$ cat src/rtl/cpts_pkg.sv
// Shared constants and types for the counter priority task scheduler.
// No dependencies; imported by cpts_cnt_store and the top level.
package cpts_pkg;

    localparam int NUM_TASKS = 8;              // tasks scanned and reloaded, 2..8
    localparam int TASK_W    = 3;              // task index width (fixed by the ports)
    localparam int CNT_W     = 4;              // slice counter width
    localparam int MASK_W    = 8;              // runnable mask width
    localparam int CFG_AW    = 3;              // config register index width
    localparam int CFG_DW    = 8;              // config write data width
    localparam int NUM_SLOTS = 1 << TASK_W;    // counter store depth
    localparam int SCAN_W    = $clog2(NUM_TASKS + 1);

    // config register indexes
    localparam logic [CFG_AW-1:0] CFG_RUNNABLE = CFG_AW'(0);

    // write beat into the counter store
    typedef struct packed {
        logic              en;
        logic [TASK_W-1:0] addr;
        logic [CNT_W-1:0]  data;
    } cnt_wr_t;

endpackage

$ cat src/rtl/cpts_cnt_store.sv
// Slice counter store: synchronous RAM, one write and one read port,
// registered read, per-entry valid bits so unwritten entries read zero.
// Depends on cpts_pkg.
module cpts_cnt_store (
    input  logic                          clk,
    input  logic                          rst_n,
    input  cpts_pkg::cnt_wr_t             wr,
    input  logic [cpts_pkg::TASK_W-1:0]   raddr,
    output logic [cpts_pkg::CNT_W-1:0]    rdata
);
    import cpts_pkg::*;

    logic [CNT_W-1:0]     mem [NUM_SLOTS];
    logic [NUM_SLOTS-1:0] valid_reg;
    logic [CNT_W-1:0]     rdata_reg;
    logic                 rvld_reg;

    always_ff @(posedge clk)
    begin
        if (wr.en)
        begin
            mem[wr.addr] <= wr.data;
        end
        rdata_reg <= mem[raddr];
    end

    always_ff @(posedge clk or negedge rst_n)
    begin
        if (!rst_n)
        begin
            valid_reg <= '0;
            rvld_reg  <= 1'b0;
        end
        else
        begin
            if (wr.en)
            begin
                valid_reg[wr.addr] <= 1'b1;
            end
            rvld_reg <= valid_reg[raddr];
        end
    end

    assign rdata = rvld_reg ? rdata_reg : '0;

endmodule

$ cat src/rtl/counter_priority_task_scheduler_top.sv
// Counter priority task scheduler, top level.
// Depends on cpts_pkg and cpts_cnt_store.
//
// Usage:
//   Command channel: pulse start with tick while busy is low; that beat is
//   taken at the clock edge. A tick charges one slice unit to the running
//   task and reschedules when needed; tick = 0 only reports status.
//   Result channel: done is high for exactly one cycle with running_task,
//   switched, reloaded, idle_fallback and slice_left. The receiver cannot
//   stall; the result must be captured in that cycle.
//   Config port: cfg_we/cfg_addr/cfg_wdata write register cfg_addr at the
//   edge (0 = runnable mask, 1..7 = task priorities). Write only when idle.
// Sequence (start edge to done):
//   status only or no reschedule: counter read, then check/update.
//   reschedule: counter read, check, a scan of the counters, decide; the scan
//   reads one counter per cycle from the single read port of the store.
//   reschedule with reload: add NUM_TASKS reload writes plus a second scan
//   and decide.
//   A new beat can be taken at the edge that ends the done cycle (busy
//   drops with done).
// Reset: current task is idle, all counters read zero via valid bits (no
//   clearing pass), runnable mask is all ones, priorities 1..7 are 1.
module counter_priority_task_scheduler_top (
    input  logic                          clk,
    input  logic                          rst_n,
    input  logic                          start,
    output logic                          busy,
    input  logic                          tick,
    output logic                          done,
    output logic [cpts_pkg::TASK_W-1:0]   running_task,
    output logic                          switched,
    output logic                          reloaded,
    output logic                          idle_fallback,
    output logic [cpts_pkg::CNT_W-1:0]    slice_left,
    input  logic                          cfg_we,
    input  logic [cpts_pkg::CFG_AW-1:0]   cfg_addr,
    input  logic [cpts_pkg::CFG_DW-1:0]   cfg_wdata
);
    import cpts_pkg::*;

    localparam logic [2:0] S_IDLE   = 3'd0;
    localparam logic [2:0] S_CHK    = 3'd1;
    localparam logic [2:0] S_SCAN   = 3'd2;
    localparam logic [2:0] S_DECIDE = 3'd3;
    localparam logic [2:0] S_RELOAD = 3'd4;

    localparam logic [SCAN_W-1:0] SCAN_END = SCAN_W'(NUM_TASKS);
    localparam logic [SCAN_W-1:0] LAST_IDX = SCAN_W'(NUM_TASKS - 1);

    // config registers
    logic [MASK_W-1:0] runnable_reg;
    logic [CNT_W-1:0]  prio_reg [NUM_SLOTS];

    // control state
    logic [2:0]        state_reg, state_next;
    logic              tick_reg, tick_next;
    logic [TASK_W-1:0] cur_reg, cur_next;
    logic [SCAN_W-1:0] scan_idx_reg, scan_idx_next;
    logic              pend_reg, pend_next;
    logic [TASK_W-1:0] pend_idx_reg, pend_idx_next;
    logic [TASK_W-1:0] best_reg, best_next;
    logic [CNT_W-1:0]  best_cnt_reg, best_cnt_next;
    logic              rld_reg, rld_next;
    logic [SCAN_W-1:0] rld_idx_reg, rld_idx_next;

    // result registers
    logic              done_reg, done_next;
    logic [TASK_W-1:0] task_reg, task_next;
    logic              sw_reg, sw_next;
    logic              rl_reg, rl_next;
    logic              fb_reg, fb_next;
    logic [CNT_W-1:0]  slice_reg, slice_next;

    // counter store
    cnt_wr_t           wr;
    logic [TASK_W-1:0] raddr;
    logic [CNT_W-1:0]  rdata;
    logic [CNT_W-1:0]  dec_cnt;

    cpts_cnt_store u_store (
        .clk   (clk),
        .rst_n (rst_n),
        .wr    (wr),
        .raddr (raddr),
        .rdata (rdata)
    );

    // config writes; priority of idle stays zero
    always_ff @(posedge clk or negedge rst_n)
    begin
        if (!rst_n)
        begin
            runnable_reg <= '1;
            for (int i = 0; i < NUM_SLOTS; i++)
            begin
                prio_reg[i] <= (i == 0) ? CNT_W'(0) : CNT_W'(1);
            end
        end
        else if (cfg_we)
        begin
            if (cfg_addr == CFG_RUNNABLE)
            begin
                runnable_reg <= cfg_wdata[MASK_W-1:0];
            end
            else
            begin
                prio_reg[cfg_addr] <= cfg_wdata[CNT_W-1:0];
            end
        end
    end

    assign dec_cnt = rdata - CNT_W'(1);

    always_comb
    begin
        state_next    = state_reg;
        tick_next     = tick_reg;
        cur_next      = cur_reg;
        scan_idx_next = scan_idx_reg;
        pend_next     = 1'b0;
        pend_idx_next = pend_idx_reg;
        best_next     = best_reg;
        best_cnt_next = best_cnt_reg;
        rld_next      = rld_reg;
        rld_idx_next  = rld_idx_reg;
        done_next     = 1'b0;
        task_next     = task_reg;
        sw_next       = sw_reg;
        rl_next       = rl_reg;
        fb_next       = fb_reg;
        slice_next    = slice_reg;
        wr            = '0;
        raddr         = cur_reg;

        unique case (state_reg)
            S_IDLE:
            begin
                // store reads the running task's counter at this edge
                if (start)
                begin
                    tick_next  = tick;
                    rld_next   = 1'b0;
                    state_next = S_CHK;
                end
            end
            S_CHK:
            begin
                if (!tick_reg)
                begin
                    done_next  = 1'b1;
                    task_next  = cur_reg;
                    sw_next    = 1'b0;
                    rl_next    = 1'b0;
                    fb_next    = 1'b0;
                    slice_next = rdata;
                    state_next = S_IDLE;
                end
                else if (cur_reg == '0 || rdata == '0 || dec_cnt == '0)
                begin
                    // charge the slice if there is one, then reschedule
                    if (cur_reg != '0 && rdata != '0)
                    begin
                        wr.en   = 1'b1;
                        wr.addr = cur_reg;
                        wr.data = dec_cnt;
                    end
                    scan_idx_next = '0;
                    best_cnt_next = '0;
                    state_next    = S_SCAN;
                end
                else
                begin
                    wr.en      = 1'b1;
                    wr.addr    = cur_reg;
                    wr.data    = dec_cnt;
                    done_next  = 1'b1;
                    task_next  = cur_reg;
                    sw_next    = 1'b0;
                    rl_next    = 1'b0;
                    fb_next    = 1'b0;
                    slice_next = dec_cnt;
                    state_next = S_IDLE;
                end
            end
            S_SCAN:
            begin
                // issue one read, compare the one issued last cycle
                raddr = TASK_W'(scan_idx_reg);
                if (pend_reg && runnable_reg[pend_idx_reg] && rdata > best_cnt_reg)
                begin
                    best_next     = pend_idx_reg;
                    best_cnt_next = rdata;
                end
                if (scan_idx_reg == SCAN_END)
                begin
                    state_next = S_DECIDE;
                end
                else
                begin
                    pend_next     = 1'b1;
                    pend_idx_next = TASK_W'(scan_idx_reg);
                    scan_idx_next = scan_idx_reg + SCAN_W'(1);
                end
            end
            S_DECIDE:
            begin
                if (best_cnt_reg != '0)
                begin
                    cur_next   = best_reg;
                    done_next  = 1'b1;
                    task_next  = best_reg;
                    sw_next    = (best_reg != cur_reg);
                    rl_next    = rld_reg;
                    fb_next    = 1'b0;
                    slice_next = best_cnt_reg;
                    state_next = S_IDLE;
                end
                else if (!rld_reg)
                begin
                    rld_next     = 1'b1;
                    rld_idx_next = '0;
                    state_next   = S_RELOAD;
                end
                else
                begin
                    // nothing even after reload: idle, whose counter is zero
                    cur_next   = '0;
                    done_next  = 1'b1;
                    task_next  = '0;
                    sw_next    = (cur_reg != '0);
                    rl_next    = 1'b1;
                    fb_next    = 1'b1;
                    slice_next = '0;
                    state_next = S_IDLE;
                end
            end
            S_RELOAD:
            begin
                wr.en   = 1'b1;
                wr.addr = TASK_W'(rld_idx_reg);
                wr.data = prio_reg[TASK_W'(rld_idx_reg)];
                if (rld_idx_reg == LAST_IDX)
                begin
                    scan_idx_next = '0;
                    best_cnt_next = '0;
                    state_next    = S_SCAN;
                end
                else
                begin
                    rld_idx_next = rld_idx_reg + SCAN_W'(1);
                end
            end
            default:
            begin
                state_next = S_IDLE;
            end
        endcase
    end

    always_ff @(posedge clk or negedge rst_n)
    begin
        if (!rst_n)
        begin
            state_reg    <= S_IDLE;
            tick_reg     <= 1'b0;
            cur_reg      <= '0;
            scan_idx_reg <= '0;
            pend_reg     <= 1'b0;
            rld_reg      <= 1'b0;
            rld_idx_reg  <= '0;
            done_reg     <= 1'b0;
        end
        else
        begin
            state_reg    <= state_next;
            tick_reg     <= tick_next;
            cur_reg      <= cur_next;
            scan_idx_reg <= scan_idx_next;
            pend_reg     <= pend_next;
            rld_reg      <= rld_next;
            rld_idx_reg  <= rld_idx_next;
            done_reg     <= done_next;
        end
    end

    // payload registers
    always_ff @(posedge clk)
    begin
        pend_idx_reg <= pend_idx_next;
        best_reg     <= best_next;
        best_cnt_reg <= best_cnt_next;
        task_reg     <= task_next;
        sw_reg       <= sw_next;
        rl_reg       <= rl_next;
        fb_reg       <= fb_next;
        slice_reg    <= slice_next;
    end

    assign busy          = (state_reg != S_IDLE);
    assign done          = done_reg;
    assign running_task  = task_reg;
    assign switched      = sw_reg;
    assign reloaded      = rl_reg;
    assign idle_fallback = fb_reg;
    assign slice_left    = slice_reg;

    // result beat always ends a command, never overlaps one
    a_done_idle: assert property (@(posedge clk) disable iff (!rst_n)
        done |-> !busy)
        else $error("result beat while busy");

    // accepted command keeps the block busy on the next cycle
    a_start_busy: assert property (@(posedge clk) disable iff (!rst_n)
        (start && !busy) |=> busy)
        else $error("command taken but block not busy");

    // idle fallback only after a reload, and reports idle with no slice
    a_fallback: assert property (@(posedge clk) disable iff (!rst_n)
        (done && idle_fallback) |-> (reloaded && running_task == '0 && slice_left == '0))
        else $error("bad idle fallback result");

    // a task picked by the scan always has slice left
    a_pick_slice: assert property (@(posedge clk) disable iff (!rst_n)
        (done && switched && !idle_fallback) |-> (slice_left != '0))
        else $error("switched to a task without slice");

    // the running task never leaves the scanned range
    a_cur_range: assert property (@(posedge clk) disable iff (!rst_n)
        done |-> (32'(running_task) < NUM_TASKS))
        else $error("running task out of range");

endmodule
$ cat config.mk
export PLATFORM = sky130hd
export DESIGN_NAME = counter_priority_task_scheduler_top
export DESIGN_NICKNAME = d
export VERILOG_FILES = /design/src/rtl/cpts_pkg.sv /design/src/rtl/cpts_cnt_store.sv /design/src/rtl/counter_priority_task_scheduler_top.sv
export SDC_FILE = /design/constraint.sdc
export NUM_CORES = 1
export LEC_CHECK = 0
export BUFFER_PORTS_ARGS = -buffer_cell sky130_fd_sc_hd__buf_2
export CELL_PAD_IN_SITES_DETAIL_PLACEMENT = 0
export CELL_PAD_IN_SITES_GLOBAL_PLACEMENT = 1
export CORE_MARGIN = 2
export CORE_UTILIZATION = 55
export CTS_CLUSTER_DIAMETER = 60
export CTS_CLUSTER_SIZE = 30
export DETAILED_ROUTE_END_ITERATION = 16
export GPL_TIMING_DRIVEN = 0
export HOLD_SLACK_MARGIN = 0.12
export PLACE_DENSITY_LB_ADDON = 0.1
export SKIP_LAST_GASP = 1
export SLEW_MARGIN = 30
export SYNTH_ARGS = -nofsm -noshare
export SYNTH_HDL_FRONTEND = slang
export SYNTH_HIERARCHICAL = 1
export SYNTH_SLANG_ARGS = --single-unit
$ cat constraint.sdc
create_clock -name clk -period 7.6 [get_ports clk]
set_clock_uncertainty 0.1 [all_clocks]
set_input_delay 2.28 -clock clk [delete_from_list [all_inputs] [get_ports clk]]
set_output_delay 2.28 -clock clk [all_outputs]
set_load 0.01 [all_outputs]
==> Yosys cells after proc, flatten, opt, wreduce, memory -nomap -nowiden <==
Memories as Yosys holds them, arrays and structs flattened. A register that Yosys moved wholly into a read port is not among the register bits.
Index checks and enable logic that the tools add are counted.
{ "word_totals": {"regBits": 87, "mem_bits_rw": 32, "elab_cells": 165, "memories": 1} }
{ "memory_table": {"columns": ["name", "words", "width", "read_ports", "rd_clocked_by_memory_dff", "wr", "line", "rtl"], "rows": [
  ["u_store.mem", 8, 4, 1, 1, 1, "cpts_cnt_store.sv:13", "logic [CNT_W-1:0] mem [NUM_SLOTS];"]
]} }
{ "classes": {"n_addsub": 3, "magnitude_cmp": 8, "eq_ne": 19, "muxes": 69, "bitwise_logic": 5, "n_reduce_logical": 33} }
{ "ops": {"columns": ["op", "n"], "rows": [
  ["$mux 4", 16],
  ["$bwmux 32", 1],
  ["$mux 3", 10],
  ["$mux 8", 3],
  ["$pmux 4 s3", 2],
  ["$mux 1", 20],
  ["$ne 2x2->1 const B", 10],
  ["$pmux 4 s2", 2],
  ["$pmux 8 s2", 1],
  ["$pmux 3 s5", 1],
  ["$bmux 4 s3", 1],
  ["$demux 4 s3", 1],
  ["$lt 3x4->1 const B", 3],
  ["$reduce_and 2->1", 6],
  ["$pmux 1 s2", 5],
  ["$reduce_and 5->1", 2],
  ["$logic_not 3->1", 3],
  ["$reduce_and 3->1", 3],
  ["$reduce_bool 3->1", 3],
  ["$add 4x1->4 const B", 2],
  ["$ge 4x4->1 const B", 2],
  ["$logic_not 4->1", 2],
  ["$not 3->4", 2],
  ["$or 8x8->8", 1],
  ["21 further kinds", 35]
]} }

==> Logic depth before layout (Yosys ltp) <==
Gate-level depths: netlist of run 1.
{ "logic_depth": {"word_depth": 12, "mapped_depth": 9} }

==> Cells and area by module <==
The synthesis of run 1 kept the hierarchy.
{ "modules_own_cells": {"columns": ["mod", "instances", "cells_per_inst", "area_each_um2", "seq_area_each_um2"], "rows": [
  ["counter_priority_task_scheduler_top", 1, 304, 3853.7, 2070.7],
  ["cpts_cnt_store", 1, 90, 1784.2, 1266.2]
]} }

==> Worst setup path before layout of run 1 <==
No wires, ideal clock.
{ "synth_timing": {"path_kind": "input to register", "from": "input cfg_addr[1] (netlist name)", "to": "register prio_reg[21] (netlist name)", "t_arrival_ns": 3.300, "required_time_ns": 7.375, "setup_slack_ns": 4.075, "cell_stages": 3, "path_buffers": 1, "cell_sequence": "clkbuf_1 nor3b_1 mux2_2"} }
{ "synth_via": {"elab_chain_len": 6, "elab_cells_between_ends": 10} }
{ "synth_rtl": {"columns": ["element", "line", "rtl"], "rows": [
  ["start: declaration", "counter_priority_task_scheduler_top.sv:36", "input logic [cpts_pkg::CFG_AW-1:0] cfg_addr,"],
  ["$not 3->4 (implied by the code)", "counter_priority_task_scheduler_top.sv:107", "prio_reg[cfg_addr] <= cfg_wdata[CNT_W-1:0];"],
  ["$ge 4x4->1 (implied by the code) or $lt 4x1->1 (tied branches)", "counter_priority_task_scheduler_top.sv:107", null],
  ["$logic_and 1x1->1 (implied by the code)", "counter_priority_task_scheduler_top.sv:107", null],
  ["$mux 4 (implied by the code)", "counter_priority_task_scheduler_top.sv:107", null],
  ["$demux 4 s3", "counter_priority_task_scheduler_top.sv:107", null],
  ["$bwmux 32", "counter_priority_task_scheduler_top.sv:107", null],
  ["end signal: indexed assignment", "counter_priority_task_scheduler_top.sv:96", "prio_reg[i] <= (i == 0) ? CNT_W'(0) : CNT_W'(1);"],
  ["end signal: indexed assignment", "counter_priority_task_scheduler_top.sv:107", null],
  ["end: declaration", "counter_priority_task_scheduler_top.sv:52", "logic [CNT_W-1:0] prio_reg [NUM_SLOTS];"]
]} }
Parallel ways exist; a longest one is shown, timed or not.
A chain may end at the register's enable or synchronous reset.

==> Final worst setup path of run 1 <==
{ "layout_timing": {"from": "register state_reg[2]", "to": "output busy"} }
{ "layout_via": {"elab_chain_len": 1} }
{ "layout_rtl": {"columns": ["element", "line", "rtl"], "rows": [
  ["start: declaration", "counter_priority_task_scheduler_top.sv:55", "logic [2:0] state_reg, state_next;"],
  ["start signal: assignment", "counter_priority_task_scheduler_top.sv:275", "state_reg <= state_next;"],
  ["$reduce_bool 3->1", "counter_priority_task_scheduler_top.sv:299", "assign busy = (state_reg != S_IDLE);"],
  ["end: declaration", "counter_priority_task_scheduler_top.sv:27", "output logic busy,"]
]} }
No other way between the ends.

==> impl.org, run 1 <==
** STA
- Total negative slack :: 0 ns
- Headroom to the max-slew limit :: between 30% and 40%
- Setup repair after global routing left no endpoint under its margin.
- Dividing the final minimum period by the clock period gives around half.
- Final setup vio count :: 0
- The final number of hold-violating endpoints came to 0.
- After layout, the worst setup slack is 3.74 ns.
- For this run, the top clock speed supported by timing is around 260 MHz.
- Max-slew violation count :: 0
- Post-layout min period :: a little under 4 ns
- Transition time at the pin with the least slew margin :: around 0.9 ns

** Critical path
- Worst path required time :: 5.22 ns
- Flop2flop setup slack :: 4.26 ns
- In this run the critical register-to-register path is launched from u_store/rvld_reg.
- The slowest stage of the critical path belongs to the cell sky130_fd_sc_hd__dfrtp_1.
- Critical Path End Type :: output pin
- The worst setup path is of the flop to output pin kind.
- CP arrival :: about 1.5 ns
- The largest single stage delay on the critical path is 0.35 ns.
- The number of cells on the worst reg-to-reg path is 9.
- Critical Path Source Type :: flop
- Number of buffer and inverter stages on the critical path :: 3
- In this run the worst path has a maximum fanout of 9.
- Traced cell by cell, the critical path runs through buf_2 -> nor3_1 -> inv_1 -> buf_2.
- RR Endpoint :: u_store/mem[6][2]
- Dominant cell type by count on the critical path :: sky130_fd_sc_hd__buf_2
- Top delay family on crit path :: buffers and inverters

** Floorplanning
- Die Footprint :: about 11,000 um^2
- Die X-Extent :: between 100 and 150 um
- Standard-cell rows :: 36
- In this run the vertical extent of the chip is about 110 um.
- Pin placement for this block handled 28 I/O pins.
- Core region area :: ~9900 um^2
- For this configuration, the core starts out at a cell density of approximately 57%.

** CTS
- The H-tree was split into 4 levels.
- TritonCTS Buffers :: 17
- The number of setup buffers added after CTS is 0.
- CTS Buffer Depth :: 2
- Cells resized by post-CTS repair :: 0
- The tree built by TritonCTS fans out to between 100 and 150 sinks.
- Root Driver :: sky130_fd_sc_hd__clkbuf_8
- TritonCTS built the clock tree.
- Clock latency of the later-clocked register in the worst-skew pair :: around 0.52 ns
- After clock tree synthesis, the clock-pin slew on the worst setup and hold paths is roughly 0.06 ns.
- In this run, post-CTS hold repair placed 0 buffers.

** Hold path
- Worst Hold Path Cells :: 0
- Worst min-delay path startpoint :: pend_idx_reg[0]
- The path class of the tightest hold or removal check is flop to flop.
- Worst min-delay path endpoint :: best_reg[0]

** Place
- Gpl congestion :: slightly above 0.8
- Number of buffer cells added on primary ports :: 25
- Detailed placer's ending HPWL :: approximately 7600 um
- Post-Place Setup Slack :: between 3 and 4 ns

** Synthesis
- Area share of the largest cell type after synthesis :: between 20% and 30%
- A synthesized cell averages around 14 um^2.
- The number of nets in the synthesized netlist is roughly 420.
- The netlist uses 57 different library cells.
- The most used flip-flop cell after synthesis is sky130_fd_sc_hd__edfxtp_1.
- By count the netlist is led by 52 x sky130_fd_sc_hd__dfrtp_1, 52 x sky130_fd_sc_hd__edfxtp_1, 44 x sky130_fd_sc_hd__mux2_2, 22 x sky130_fd_sc_hd__nor2_1, 20 x sky130_fd_sc_hd__nand2_1.
- The biggest area contributor in the post-synthesis netlist is sky130_fd_sc_hd__edfxtp_1.
- Count of warnings emitted by yosys :: 6
- Number of standard cells after synthesis :: just under 400
- Area of the mapped netlist :: around 5600 um^2
- Ranking of synthesized cells by area :: sky130_fd_sc_hd__edfxtp_1 28%, sky130_fd_sc_hd__dfrtp_1 23%, sky130_fd_sc_hd__mux2_2 8.8%, sky130_fd_sc_hd__dfstp_2 7.0%, sky130_fd_sc_hd__mux4_1 4.7%
- Number of synthesized register bits :: around 120
- Post-synthesis sequential area ratio :: between 50% and 60%
- Async SR Flop Fraction :: between 50 and 60%
- Yosys mapped a number of flops with a built-in enable equal to 52.

** GRT
- The first global-routing pass estimated around 18,000 um of wire.
- Pin count of the biggest net entering global routing :: just over 50
- The number of global-route vias before repair was 3,418.
- Global routing used about 22% of the available tracks.
- Initial antenna violation count :: 0
- Grt total ovfl :: 0

** Layout
- Registers take around 3300 um^2.
- Fill cells in the final layout number 727.
- Compared with the post-synthesis result, the final layout area differs by 16.4%.
- Final Net Count :: roughly 460
- In the final layout, the share of cells above drive strength 1 is 32.1%.
- The multi-input combinational cells in the finished layout cover a total of about 2100 um^2.
- The number of antenna diodes in the final layout is 0.

** Detailed routing
- In the final routed layout, each cell accounts on average for 18.5 um.
- The final layout contains routed wiring with a total length of ~11,000 um.
- Via density per instance :: between 5 and 6
- Detailed router's first-iteration violation count :: 142
- The routed layout has 3,321 vias.
- Number of detailed-route iterations in the first pass :: 4
- Number of design rule violations left after detail routing :: 0
- Number of antenna-violating nets in the routed design :: 0

** Power and ir drop
- Maximum VDD drop :: 0.000207 V
- PD cells :: between 300 and 400 nW/um^2
- Total leakage power :: between 0.002 and 0.003 uW

** Run
- Count of maximum capacitance violations :: 0

** Outcome
- The run finished with clean final reports.
## layout make-up
class | instances | share of cell area [%]
repair buffers | 26 | 2.36
well taps | 133 | 2.53
clock buffers | 17 | 6.31
plain buffers | 24 | 1.98
clock inverters | 15 | 2.63
inverters | 15 | 0.858
multi-input cells | 232 | 32.5
flip-flops and latches | 123 | 50.8
## layer usage
layer	up-vias	GRT usage, %	part of all wire, %
met2	68	33.8	49
met5	-	0	0
met4	0	7.24	1.0
li1	1586	-	-
met3	13	5.57	4.4
met1	1654	29.9	45
## worst max-delay path by stage
stage / start / to / depth (start not counted)
floorplan: cfg_addr[1] / prio_reg[21] / 3
global placement: cfg_addr[2] / prio_reg[27] / 4
global route: state_reg[1] / busy / 4
finish: state_reg[2] / busy / 4
detailed placement: cfg_addr[2] / prio_reg[27] / 4
CTS: state_reg[2] / busy / 4
## stage by stage
stage	area [um^2]	total power, uW	util (%)	instances	hold slack (ns)
after detailed placement	5970	1700	60.5	553	0.339
final	6570	2480	66.6	585	0.352
after floorplan	5640	1500	-	394	0.325
after CTS	6550	2510	66.4	585	0.352
after global routing	6570	2630	66.6	585	0.379
after global placement	5930	1690	60.1	552	0.336
## kinds of logic (layout without fill, tap and decap cells)
logic type / count (synthesis) / count (layout) / synth area share (%)
AO/OA/AOI/OAI: 51 / 51 / 6.75
AND/OR/NAND/NOR: 92 / 92 / 8.83
buffers and inverters: 39 / 97 / 3.31
XOR/XNOR: 10 / 10 / 1.55
flip-flops: 123 / 123 / 59.2
adder cells (fa/ha/maj): 9 / 9 / 2.00
multiplexers: 70 / 70 / 18.4
## cell usage in the layout (no fill, tap or decap), types with 3 or more instances in the layout
cell type                    instances
sky130_fd_sc_hd__a22o_1             10
sky130_fd_sc_hd__o22ai_1             4
sky130_fd_sc_hd__o21ai_0            10
sky130_fd_sc_hd__xor2_1              3
sky130_fd_sc_hd__nand3b_1            3
sky130_fd_sc_hd__buf_6               4
sky130_fd_sc_hd__mux4_1             10
sky130_fd_sc_hd__nand3_1             3
sky130_fd_sc_hd__inv_1              15
sky130_fd_sc_hd__nor3b_1             4
sky130_fd_sc_hd__clkinvlp_4          3
sky130_fd_sc_hd__clkbuf_16          16
sky130_fd_sc_hd__nand2_1            20
sky130_fd_sc_hd__dfstp_2            15
sky130_fd_sc_hd__xnor2_1             7
sky130_fd_sc_hd__a41o_1              4
sky130_fd_sc_hd__clkbuf_1           16
sky130_fd_sc_hd__and2_1              6
sky130_fd_sc_hd__nor2_1             22
sky130_fd_sc_hd__dfxtp_1             4
sky130_fd_sc_hd__buf_2              26
sky130_fd_sc_hd__nand4_1             3
sky130_fd_sc_hd__edfxtp_1           52
sky130_fd_sc_hd__inv_6               3
sky130_fd_sc_hd__nand4b_1            3
sky130_fd_sc_hd__a21oi_1             7
sky130_fd_sc_hd__mux2i_1             6
sky130_fd_sc_hd__mux4_2              9
sky130_fd_sc_hd__dfrtp_1            52
sky130_fd_sc_hd__buf_4               3
sky130_fd_sc_hd__or2_2               3
sky130_fd_sc_hd__ha_1                9
sky130_fd_sc_hd__bufinv_16           3
sky130_fd_sc_hd__nor3_1             10
sky130_fd_sc_hd__mux2_2             44
sky130_fd_sc_hd__clkinv_1            3
## worst reg2reg max path, delay by kind of cell, from the launching register on
family / cells / cell delay, ns
DFF: 1 / 0.39
and+or+nand+nor: 5 / 1.50
buffers and inverters: 2 / 0.53
adders and majority gates: 1 / 0.30
AOI/OAI and AO/OA: 1 / 0.14
## where the power goes
group          internal (uW)  total [uW]  switching, uW
Combinational            352         734            382
Clock                    499         794            295
Sequential               877         956           79.3
Total                   1730        2480            756
Note: power is estimated with default switching activity, not from simulation.
==> run 2, diff against run 1 <==
Settings changed: CORE_UTILIZATION 55 to 51.
Clock period 7.6 ns to 4 ns, I/O delays scaled along.
==> run 2 against run 1 <==
Against the previous run:
- global-route usage is 1.1 points lower
- hold slack better by 0.0038 ns
- first-iteration DRC count is 2.1% higher
==> impl.org, run 2 (synthesis results as in run 1) <==
** CTS
- The clock input transition at the sequential cells of the worst setup and hold paths is 0.06 ns (about the same).
- CTS Buffer Depth :: 2 (unchanged)
- The number of cells upsized or downsized after cts was 0 (unchanged).
- The clock latency on the worst-skew pair is 0.52 ns (about the same).
- The number of clock buffers inserted by TritonCTS was 17 (unchanged).
- CTS placed an instance of sky130_fd_sc_hd__clkbuf_8 at the clock tree root.
- The number of clock sinks was 123 (unchanged).
- The maximum level of the CTS H-tree was 4 (unchanged).
- Number of buffers added to fix hold violations after cts :: 0 (unchanged)
- The number of post-CTS setup repair buffers is 0 (unchanged).
- TritonCTS built the clock tree.

** Detailed routing
- The DRC violation count after routing is 0 (unchanged).
- The DRC marker count from the first detailed-route iteration is 145 (+2.1%).
- Average wire length per cell after detail routing :: 18.4 um (-0.44%)
- The first-pass iteration count of the detailed router came to 5 (+1).
- DRT Wirelength :: 10,900 um (+0.93%)
- The count of nets left with antenna violations after detail routing is 0 (unchanged).
- The via total after detailed routing is 3,366 (+1.4%).
- Via density per instance :: 5.68 (about the same)

** Floorplanning
- Standard-cell rows :: 38 (+5.6%)
- The count of pins on the block boundary was 28 (unchanged).
- Die Span Y :: 109 um (+3.7%)
- Die X-Extent :: 109 um (+3.7%)
- Core region area :: 10,800 um^2 (+9.4%)
- The full die area came to 11,900 um^2 (+7.5%).
- Effective utilization at floorplan :: 52.2% (-4.9 points)

** Place
- Placement Cell Area :: 5980 um^2 (+0.25%)
- Number of buffer cells added on primary ports :: 25 (unchanged)
- The post-detailed-placement half-perimeter wirelength came to 7660 um (+1.1%).
- The placer congestion estimate came to 0.755 (-6.6%).
- Post-Place Setup Slack :: 0.716 ns (-3.04 ns)

** Layout
- The diode insertion count for antenna repair came to 0 (unchanged).
- The library cells used most frequently in the layout, excluding fill and tap cells, are 52 x sky130_fd_sc_hd__edfxtp_1, 52 x sky130_fd_sc_hd__dfrtp_1, 44 x sky130_fd_sc_hd__mux2_2.
- The final layout net count came to 465 (+0.22%).
- The share of layout cells above drive strength 1 was 32.5% (+0.37 points).
- Area added between synthesis and finish :: 16.3% (about the same)
- End-of-flow core utilization :: 60.8% (-5.8 points)
- Fin area :: 6560 um^2 (about the same)

** GRT
- The maximum number of pins on one net before global-route repair is 36 (-29%).
- Via count of the first global-routing pass :: 3,375 (-1.3%)
- The aggregate global routing overflow was 0 (unchanged).
- The global-route wire length before repair is 17,600 um (-1.8%).
- Initial antenna violation count :: 0 (unchanged)
- Global-route usage over all layers :: 20.6% (-1.1 points)

** STA
- Final setup vio count :: 0 (unchanged)
- Fmax :: 312 MHz
- Setup repair after global routing left no endpoint under its margin.
- Post-layout min period :: 3.20 ns
- Headroom to the max-slew limit :: 48.7% (+11 points)
- Setup WS post-layout :: 0.800 ns (-2.95 ns)
- Transition time at the pin with the least slew margin :: 0.758 ns (-0.167 ns)
- Fin. Hold Viols :: 0 (unchanged)
- Total negative slack :: 0 ns (unchanged)
- Final worst-path cycle share :: 80.0%
- Max-slew violation count :: 0 (unchanged)

** Power and ir drop
- Total leakage power :: 0.00259 uW (+0.37%)
- The overall power after layout came to 4700 uW (+89%).
- The power density over cell area is 717 nW/um^2 (+90%).
- The peak supply drop came to 0.000374 V (+81%).

** Critical path
- The worst setup path is launched from a flop.
- The worst setup path is of the flop to flop kind.
- The critical path data arrival time came to 3.25 ns (+1.77 ns).
- Worst path required time :: 4.05 ns (-1.17 ns)
- STA classifies the critical path endpoint as a flop.
- The biggest fanout along the worst timing path is 9 (unchanged).

** Outcome
- The run finished with clean final reports.

** Hold path
- The tightest min-delay check is of the flop to flop type.

** Run
- Count of maximum capacitance violations :: 0 (unchanged)
-- run 2: cell types whose count changed in the layout (fill, tap and decap cells not counted) --
cell and change:
sky130_fd_sc_hd__clkinvlp_4 -2, sky130_fd_sc_hd__buf_4 +1, sky130_fd_sc_hd__inv_6 -3, sky130_fd_sc_hd__buf_16 -1, sky130_fd_sc_hd__clkinv_2 +6, sky130_fd_sc_hd__clkbuf_1 +1
sky130_fd_sc_hd__clkinv_1 -2, sky130_fd_sc_hd__buf_12 +1
-- run 2: final timing paths --
check	cells after the start	from	to	slack (ns)
worst min register to register	1	prio_reg[31]	prio_reg[31]	0.36
worst max register to register	9	u_store/rvld_reg	u_store/mem[4][0]	0.80
worst max-delay path	9	u_store/rvld_reg	u_store/mem[4][0]	0.80
min in group asynchronous	1	rst_n	prio_reg[5]	0.53
worst min-delay path	1	prio_reg[31]	prio_reg[31]	0.36
max in group asynchronous	2	rst_n	runnable_reg[7]	2.69
-- run 2: layout make-up --
| type | instances | area [um^2] |
|---|---|---|
| multi-input combinational | 232 | 2130 |
| sequential | 123 | 3340 |
| buffer | 24 | 130 |
| fill | 846 | 4230 |
| timing repair buffer | 27 | 155 |
| inverter | 15 | 56.3 |
| clock inverter | 14 | 154 |
| tap | 140 | 175 |
| clock buffer | 18 | 418 |
-- run 2: stage by stage --
step / hold WS [ns] / instances
final: 0.356 / 593
after global routing: 0.373 / 593
after CTS: 0.360 / 593
after detailed placement: 0.348 / 561
after global placement: 0.337 / 559
after floorplan: 0.325 / 394
-- run 2: routing by layer --
metal	vias to the layer above	wire length [um]	part of all wire [%]	track usage [%]
met5	-	0	0	0
met1	1697	4940	45	28.0
met4	0	158	1.4	8.24
met2	73	5290	48	32.2
li1	1581	-	-	-
met3	15	522	4.8	4.66
-- run 2: critical path: stages, from the launching register on --
cell and delay, ns:
sky130_fd_sc_hd__dfrtp_1 0.38, sky130_fd_sc_hd__and2_1 0.30, sky130_fd_sc_hd__inv_1 0.13, sky130_fd_sc_hd__ha_1 0.30
sky130_fd_sc_hd__nand3b_1 0.14, sky130_fd_sc_hd__and3_1 0.22, sky130_fd_sc_hd__a22o_1 0.14, sky130_fd_sc_hd__clkbuf_1 0.35
sky130_fd_sc_hd__nand2_1 0.20, sky130_fd_sc_hd__nor3_1 0.57
-- run 2: power breakdown --
group,switching [uW],internal [uW]
registers,146,1670
logic,743,674
clock network,536,938
total,1430,3280
